[config.mk]
export PLATFORM = sky130hd
export DESIGN_NAME = lfkj_ctrl
export DESIGN_NICKNAME = d
export VERILOG_FILES = /design/src/hdl/lfkj_pkg.sv /design/src/hdl/lfkj_ctrl.sv
export SDC_FILE = /design/constraint.sdc
export NUM_CORES = 1
export LEC_CHECK = 0
export BUFFER_PORTS_ARGS = -buffer_cell sky130_fd_sc_hd__buf_4
export CAP_MARGIN = 20
export CORE_MARGIN = 2
export CORE_UTILIZATION = 25
export DETAILED_ROUTE_END_ITERATION = 6
export SYNTH_ARGS = -nofsm -noshare
export SYNTH_HDL_FRONTEND = slang
export SYNTH_SLANG_ARGS = --single-unit
[constraint.sdc]
create_clock -name clk -period 2.4 [get_ports clk]
set_clock_uncertainty 0.1 [all_clocks]
set_input_delay 0.6 -clock clk [delete_from_list [all_inputs] [get_ports clk]]
set_output_delay 0.6 -clock clk [all_outputs]
set_load 0.01 [all_outputs]
[src/hdl/lfkj_pkg.sv]
// Shared types and constants for the leg kinematics unit.
// No dependencies.
package lfkj_pkg;
  localparam int QW = 36;
  localparam logic signed [QW-1:0] TURN = 36'sd1686629713;
  localparam logic signed [QW-1:0] HALF = 36'sd843314857;
  localparam logic signed [QW-1:0] QUARTER = 36'sd421657428;
  localparam logic signed [QW-1:0] GAIN = 36'sd163008218;
  localparam int NSTEP = 17;
  localparam int NRES = 20;

  localparam logic [2:0] REG_THIGH = 3'd0;
  localparam logic [2:0] REG_SHANK = 3'd1;
  localparam logic [2:0] REG_REACH = 3'd2;
  localparam logic [2:0] REG_FORE = 3'd3;
  localparam logic [2:0] REG_SIDE = 3'd4;
  localparam logic [2:0] REG_DOWN = 3'd5;

  typedef struct packed {
    logic cordic_start;
    logic [2:0] cordic_sel;
    logic [4:0] emit_index;
    logic emit_load;
  } lfkj_cmd_t;

  typedef struct packed {
    logic cordic_done;
  } lfkj_status_t;

  function automatic logic signed [QW-1:0] atan_entry(input logic [4:0] i);
    logic [16:0] v;
    unique case (i)
      5'd0: v = 17'd51472; 5'd1: v = 17'd30386; 5'd2: v = 17'd16055;
      5'd3: v = 17'd8150; 5'd4: v = 17'd4091; 5'd5: v = 17'd2047;
      5'd6: v = 17'd1024; 5'd7: v = 17'd512; 5'd8: v = 17'd256;
      5'd9: v = 17'd128; 5'd10: v = 17'd64; 5'd11: v = 17'd32;
      5'd12: v = 17'd16; 5'd13: v = 17'd8; 5'd14: v = 17'd4;
      5'd15: v = 17'd2; 5'd16: v = 17'd1;
      default: v = 17'd0;
    endcase
    return $signed({7'd0, v, 12'd0});
  endfunction
endpackage

[src/hdl/lfkj_ctrl.sv]
// Sequencer for the leg kinematics unit: six sine/cosine runs, then twenty results.
// Depends on lfkj_pkg.
module lfkj_ctrl import lfkj_pkg::*; (
  input  logic clk,
  input  logic rst,
  input  logic start,
  input  logic out_free,
  input  lfkj_status_t status,
  output lfkj_cmd_t cmd,
  output logic busy
);
  localparam logic [1:0] S_IDLE = 2'd0;
  localparam logic [1:0] S_TRIG = 2'd1;
  localparam logic [1:0] S_WAIT = 2'd2;
  localparam logic [1:0] S_EMIT = 2'd3;

  logic [1:0] state, state_next;
  logic [2:0] sel, sel_next;
  logic [4:0] idx, idx_next;

  always_ff @(posedge clk) begin
    if (rst) begin
      state <= S_IDLE;
      sel <= '0;
      idx <= '0;
    end else begin
      state <= state_next;
      sel <= sel_next;
      idx <= idx_next;
    end
  end

  always_comb begin
    state_next = state;
    sel_next = sel;
    idx_next = idx;
    cmd = '0;
    cmd.cordic_sel = sel;
    cmd.emit_index = idx;
    unique case (state)
      S_IDLE: begin
        if (start) begin
          sel_next = '0;
          state_next = S_TRIG;
        end
      end
      S_TRIG: begin
        cmd.cordic_start = 1'b1;
        state_next = S_WAIT;
      end
      S_WAIT: begin
        if (status.cordic_done) begin
          if (sel == 3'd5) begin
            idx_next = '0;
            state_next = S_EMIT;
          end else begin
            sel_next = sel + 3'd1;
            state_next = S_TRIG;
          end
        end
      end
      S_EMIT: begin
        if (out_free) begin
          cmd.emit_load = 1'b1;
          if (idx == 5'(NRES - 1)) state_next = S_IDLE;
          else idx_next = idx + 5'd1;
        end
      end
      default: state_next = S_IDLE;
    endcase
  end

  assign busy = (state != S_IDLE);
endmodule

# Yosys cells after proc, flatten, opt, wreduce, memory -nomap -nowiden
# Index checks and enable logic that the tools add are counted.
word_totals:
  register_bits: 10
  wordCells: 42
  output_inout_bits: 11
op_classes:
  add_sub_neg: 2
  reduce_logical: 7
  n_mux: 18
  eq_ne: 12
op_table:
  columns: ["operator", "count"]
  rows:
  - ["5-bit 2-to-1 mux", 4]
  - ["2-bit inequality test, second input constant", 7]
  - ["2-bit 2-to-1 mux", 5]
  - ["5-bit case mux with 2 select lines", 1]
  - ["3-bit 2-to-1 mux", 3]
  - ["2-bit case mux with 4 select lines", 1]
  - ["4-bit AND reduction", 2]
  - ["3-bit case mux with 2 select lines", 1]
  - ["2-bit nonzero test", 3]
  - ["5-bit by 1-bit adder with 5-bit output, second input constant", 1]
  - ["5-bit equality test, second input constant", 1]
  - ["5-bit AND reduction", 1]
  - ["2-bit equality test, second input constant", 2]
  - ["3-bit by 1-bit adder with 3-bit output, second input constant", 1]
  - ["3-bit equality test, second input constant", 1]
  - ["1-bit 2-to-1 mux", 3]
  - ["2-bit by 1-bit equality test with 1-bit output, second input constant", 1]
  - ["2-bit logical NOT", 1]

# Logic depth before layout (Yosys ltp)
# Gate-level depths: netlist (run 1).
logic_depth:
  ltp_word: 4
  depth_mapped: 6

# Worst setup path before layout (run 1)
# Ideal clock, no wire load.
synth_timing:
  path_kind: "reg2reg"
  start: "register sel[1]"
  end: "register sel[2]"
  setup_time_ns: 0.095
  path_buffers: 0
  required_time_ns: 2.205
  stages_incl_launch_ff: 7
  path_slack_ns: 0.800
  t_arrival_ns: 1.404
  cell_sequence: "dfxtp_1 -> inv_1 -> ha_1 -> nand2_1 -> a31oi_1 -> or3_1 -> a221oi_1"
synth_between:
  elab_chain_cells: 4
  word_cells_on_any_way: 7
  classes_between: "1 x add/sub; 2 x eq/ne; 3 x mux; 1 x reduce/logical"
synth_lines:
  columns: ["element", "line", "rtl"]
  rows:
  - ["from (decl)", "lfkj_ctrl.sv:18", "logic [2:0] sel, sel_next;"]
  - ["from (signal assigned)", "lfkj_ctrl.sv:28", "sel <= sel_next;"]
  - ["3-bit by 1-bit adder with 3-bit output", "lfkj_ctrl.sv:57", "sel_next = sel + 3'd1;"]
  - ["3-bit 2-to-1 mux", "lfkj_ctrl.sv:53", "if (sel == 3'd5) begin"]
  - ["3-bit 2-to-1 mux", "lfkj_ctrl.sv:52", "if (status.cordic_done) begin"]
  - ["3-bit case mux with 2 select lines", "lfkj_ctrl.sv:40", "unique case (state)"]
# Parallel ways exist; a longest one is shown, timed or not. The select of a mux whose other input is x is not followed.
# A chain may end at the register's enable or synchronous reset.

==> qor_table.md, run 1 <==
| Parameter | Reported |
|---|---|
| Antenna violation net count after detailed routing | 0 |
| Latest clock arrival within the worst-skew pair | 260 ps |
| Area of all placed cells without fillers | 729 µm² |
| Vias | 581 |
| Proportion of power drawn by flip-flops and latches | 53.4% |
| Max-cap check violation count | 0 |
| Type of the most critical hold path | reg -> reg |
| Yosys top cell by area | dfxtp_1 |
| Achievable frequency | 506 MHz |
| WS Path Type | reg -> out |
| Die extent in y | 52.0 µm |
| Pint | 0.000253 W |
| Floorplan die area | 2700 µm² |
| Setup bufs post-CTS | 0 |
| Number of nets in the layout | 97 |
| CTS buffer count | 3 |
| Final cell count without fillers | 115 |
| VDD IR max | 0.163 mV |
| Port buffer count | 15 |
| DIE WIDTH | 52.0 µm |
| GRT Total Usage | 10.6% |
| CP startpoint kind | register |
| Largest fanout of any net on the critical path | 13 |
| Switching power share of the total | 26.7% |
| Setup ws final | 423 ps |
| Core Util, Final | 33.3% |
| Top cells by area in the synthesized netlist | dfxtp_1, ha_1, a21oi_1 |
| Cell at the root of the clock tree | clkbuf_4 |
| Number of clock sinks | 10 |
| Setup-violating endpoint count in the final report | 0 |
| Cell area reported after detailed placement | 707 µm² |
| HPWL after detailed placement | 980 µm |
| Pwr per Cell Area | 474 nW/µm² |
| Largest net degree at the start of global routing | 14 |
| Pre-CTS setup slack | 609 ps |
| Period utilisation layout | 82.4% |
| Drt first-iter violations | 13 |
| Worst slew margin | 72.4% |
| Area Overhead vs Synth | 26.7% |
| Synthesized netlist net count | 80 |
| Average detailed-routed wire length per instance | 11.6 µm |
| Top-level port count | 16 |
| Quantity of gates resized following cts | 0 |
| Setup TNS Final | 0 ps |
| Final Max Tran Viols | 0 |
| Warnings, synthesis | 0 |
| Rows | 17 |
| Core Box Area | 2190 µm² |
| Vias in the first global route | 476 |
| Initial cell density of the core | 26.3% |
| Switching power total | 0.0000922 W |
| Number of buffers inserted by hold repair at cts | 0 |
| Type of element capturing the critical path | output pin |
| H-tree level count | 1 |
| Setup repair after global routing missed its margin | false |
| Synthesis-stage register bit count | 10 |
| CP arrival | 1280 ps |
| Antenna violations before repair | 0 |
| Global-route wire length before repair | 2100 µm |
| Routed wire length | 1330 µm |
| Number of cells after detailed placement | 112 |
| Combinational fraction of design power | 14.1% |
| Post-synthesis cell count | 72 |
| Number of failing hold endpoints at the final stage | 0 |
| Area fraction of the dominant cell type after synthesis | 34.8% |
| Fin crit period | 1980 ps |
| Antenna diodes | 0 |
| Weighted congestion at the end of routability-driven global placement | 0.758 |
| 1st-pass router iterations | 4 |
| Clock tree from TritonCTS | done |
| Status | finished, final reports clean |
| Distinct cell type count after synthesis | 26 |
| Maximum root-to-sink buffer count | 2 |
| Share of synthesized area occupied by flip-flops and latches | 34.8% |
| DRC violations left | 0 |
| Mapped Avg Cell Area | 7.99 µm² |
| Fraction of final layout cells sized beyond drive strength 1 | 24.1% |
| Slew at the pin closest to its max-slew limit | 414 ps |
| Clk pwr share | 32.5% |
| Detailed-route vias per instance | 5.05 |
| Worst Path Required | 1700 ps |
| Netlist area before placement | 576 µm² |
| Remaining global-route overflow | 0 |
| Clock slew at reported path FFs | 70 ps |
| Static power due to leakage | 0.295 nW |
[layout make-up]
| cell class | instances | area [µm²] |
|---|---|---|
| Sequential cell | 10 | 200 |
| Multi-Input combinational cell | 55 | 344 |
| Tap cell | 28 | 35.0 |
| Clock buffer | 3 | 22.5 |
| Fill cell | 231 | 1460 |
| Timing Repair Buffer | 15 | 113 |
| Inverter | 4 | 15.0 |
[metal layers]
metal	global-route usage (%)	vias up	wire length, µm
li1	-	300	-
met1	14.7	260	647
met2	15.0	21	574
met3	2.59	0	109
met4	5.26	0	0
met5	0	-	0
[layout by cell type (no fill, tap or decap), drive strengths merged, types with 3 or more instances in the layout]
| cell type | count |
|---|---|
| o21ai | 9 |
| clkbuf | 3 |
| nor2b | 3 |
| dfxtp | 10 |
| a31oi | 4 |
| a21oi | 7 |
| nor2 | 5 |
| nand2 | 6 |
| inv | 4 |
| buf | 15 |
| ha | 3 |
[final timing paths]
check	cells past startpoint	to	slack [ps]	startpoint
hold reg to reg	2	sel[1]	420	sel[1]
setup reg to reg	6	sel[2]	700	sel[1]
hold / removal	2	sel[1]	420	sel[1]
setup / recovery	3	cmd[9]	420	state[0]
[flip-flops by register name, indices dropped and copies added, names as in the netlist]
register,cells
idx,5
sel,3
state,2
[synthesized netlist by cell type]
cell and instances:
a21oi_1 7, a221oi_1 2, a31oi_1 4, and2_1 1, and4b_1 1, and4bb_1 1
buf_2 1, buf_4 1, clkbuf_1 1, dfxtp_1 10, ha_1 3, inv_1 4
nand2_1 6, nand2b_1 2, nand3_2 1, nand4_1 2, nor2_1 5, nor2b_1 2
nor2b_2 1, nor3_1 2, o21ai_0 5, o21ai_1 4, o41ai_1 1, or2_2 1
or3_1 2, or4b_1 2
[metrics by stage]
step	total power, W	hold slack [ps]
2_1_floorplan	0.000216	417
3_3_place_gp	0.000237	409
3_5_place_dp	0.000237	406
4_1_cts	0.000353	419
5_1_grt	0.000370	446
6_report	0.000346	417
[worst max-delay path, stage by stage, from the launching register on]
cell	delay, ps
dfxtp_1	570
inv_1	170
nor2_1	140
buf_4	140
[power groups by stage]
stage	clock [W]	sequential, W	combinational (W)
final	0.000112	0.000185	0.0000488
after detailed placement	0	0.000188	0.0000493
after global routing	0.000130	0.000186	0.0000542
after global placement	0	0.000188	0.0000490
after CTS	0.000120	0.000184	0.0000495
after floorplan	0	0.000179	0.0000370
[logic make-up after synthesis]
family | synth area share [%]
AND/OR/NAND/NOR | 30.4
adder cells (fa/ha/maj) | 6.52
buffers and inverters | 5.43
AO/OA/AOI/OAI | 22.8
flip-flops | 34.8
No activity file was read; power rests on OpenSTA's default activity.
==> run 2: changes to the inputs <==
- clock period: 2.4 -> 2.05 ns (I/O delays scaled with it)
==> qor_table.md, run 2 (same netlist as run 1, synthesis figures left out) <==
| Parameter | Reported | vs previous |
|---|---|---|
| CP arrival | 1300 ps | +20 ps |
| Flip-flop count of the largest register, all copies and words added | 5 | unchanged |
| Global-route wire length before repair | 2240 µm | +6.6% |
| GRT Total Usage | 11.3% | +0.74 points |
| Reg with most FFs | idx |  |
| Quantity of gates resized following cts | 0 | unchanged |
| Fraction of final layout cells sized beyond drive strength 1 | 25.0% | +0.86 points |
| Type of element capturing the critical path | output pin |  |
| CTS buffer count | 3 | unchanged |
| Cell at the root of the clock tree | clkbuf_4 |  |
| Global routing usage on met2 | 16.2% | +1.3 points |
| Routed wire length | 1340 µm | +0.98% |
| Setup-violating endpoint count in the final report | 0 | unchanged |
| Largest fanout of any net on the critical path | 13 | unchanged |
| Number of clock sinks | 10 | unchanged |
| HPWL after detailed placement | 981 µm | about the same |
| GRT met3 Usage | 5.17% | +2.6 points |
| Largest net degree at the start of global routing | 14 | unchanged |
| Antenna violations before repair | 0 | unchanged |
| Core Util, Final | 33.9% | +0.63 points |
| Die extent in y | 52.0 µm | unchanged |
| Rows | 17 | unchanged |
| Vias | 590 | +1.5% |
| Number of failing hold endpoints at the final stage | 0 | unchanged |
| Fin crit period | 1910 ps |  |
| Slowest library cell on the worst path | dfxtp_1 |  |
| Weighted congestion at the end of routability-driven global placement | 0.712 | -6.0% |
| DIE WIDTH | 52.0 µm | unchanged |
| Status | finished, final reports clean |  |
| Maximum root-to-sink buffer count | 2 | unchanged |
| Floorplan die area | 2700 µm² | unchanged |
| Number of nets in the layout | 97 | unchanged |
| Remaining global-route overflow | 0 | unchanged |
| Number of buffers inserted by hold repair at cts | 0 | unchanged |
| Average detailed-routed wire length per instance | 11.6 µm | +0.11% |
| H-tree level count | 1 | unchanged |
| Latest clock arrival within the worst-skew pair | 280 ps | +20 ps |
| Period utilisation layout | 93.1% |  |
| Max-cap check violation count | 0 | unchanged |
| Met1 usage in global routing | 14.7% | about the same |
| Worst Path Required | 1440 ps | -260 ps |
| Pwr per Cell Area | 623 nW/µm² | +32% |
| Leading cell types in the layout, fill and taps excluded | buf_4, dfxtp_1, a21oi_1, nand2_1 |  |
| Antenna violation net count after detailed routing | 0 | unchanged |
| Core Box Area | 2190 µm² | unchanged |
| Top-level port count | 16 | unchanged |
| WS Path Type | reg -> out |  |
| CP startpoint kind | register |  |
| Type of the most critical hold path | in -> reg |  |
| Initial cell density of the core | 26.3% | unchanged |
| Regs by FF count | idx (5), sel (3), state (2) |  |
| Slew at the pin closest to its max-slew limit | 416 ps | +1.70 ps |
| 1st-pass router iterations | 4 | unchanged |
| Antenna diodes | 0 | unchanged |
| Setup TNS Final | 0 ps | unchanged |
| Critical Path, Cell by Cell | nand3_2, inv_1, buf_4 |  |
| Detailed-route vias per instance | 5.09 | +0.67% |
| Final Max Tran Viols | 0 | unchanged |
| Setup bufs post-CTS | 0 | unchanged |
| DRC violations left | 0 | unchanged |
| Biggest cell delay along the critical path | 580 ps | about the same |
| Port buffer count | 15 | unchanged |
| Leading cell type in the layout, fill and taps excluded | buf_4 |  |
| Vias in the first global route | 516 | +8.4% |
| Clock tree from TritonCTS | done |  |
| Clock slew at reported path FFs | 80 ps | about the same |
| Setup repair after global routing missed its margin | false |  |
| Area Overhead vs Synth | 29.1% |  |
| Achievable frequency | 524 MHz |  |
| Drt first-iter violations | 11 | -2 |
| Highest-utilization routing layer at the global route stage | met2 |  |
| VDD IR max | 0.296 mV | +82% |
| Static power due to leakage | 0.302 nW | +2.4% |
| Worst slew margin | 72.2% | -0.11 points |
==> run 2: cell types whose count changed in the layout (fill, tap and decap cells not counted) <==
| cell | delta |
|---|---|
| clkbuf_8 | +1 |
==> run 2: final timing paths <==
kind | startpoint | slack (ps) | end | depth (start not counted)
min reg2reg | sel[1] | 420 | sel[1] | 2
max reg2reg | sel[1] | 340 | sel[2] | 6
max | state[1] | 140 | cmd[0] | 3
min | rst | 380 | idx[3] | 2
==> run 2: area by class of cell <==
cell class,instances,area (µm²)
timing repair buffer,15,113
inverter,4,15.0
clock buffer,4,36.3
sequential,10,200
multi-input combinational,55,344
tap,28,35.0
fill,235,1450
==> run 2: layer usage <==
layer / wire (µm) / up-vias
li1: - / 296
met5: 0 / -
met1: 649 / 275
met4: 14 / 0
met2: 582 / 16
met3: 96 / 3
==> run 2: metrics by stage <==
step           setup slack, ps  hold slack, ps  instance area [µm²]  std cells  total power, W
2_1_floorplan              450             417                  576         72        0.000253
3_3_place_gp               364             393                  707        112        0.000277
3_5_place_dp               349             413                  707        112        0.000278
4_1_cts                    145             379                  743        116        0.000470
5_1_grt                   37.8             390                  743        116        0.000481
6_report                   142             381                  743        116        0.000463
==> run 2: critical path, delay by kind of cell (launching register included) <==
kind	cells	cell delay (ps)
flip-flops	1	580
buffers and inverters	2	240
AND/OR/NAND/NOR	1	190
==> run 2: where the power goes <==
| part | switching (W) | internal [W] |
|---|---|---|
| combinational | 0.0000289 | 0.0000289 |
| clock | 0.0000822 | 0.000108 |
| sequential | 0.0000152 | 0.000200 |
| total | 0.000126 | 0.000337 |
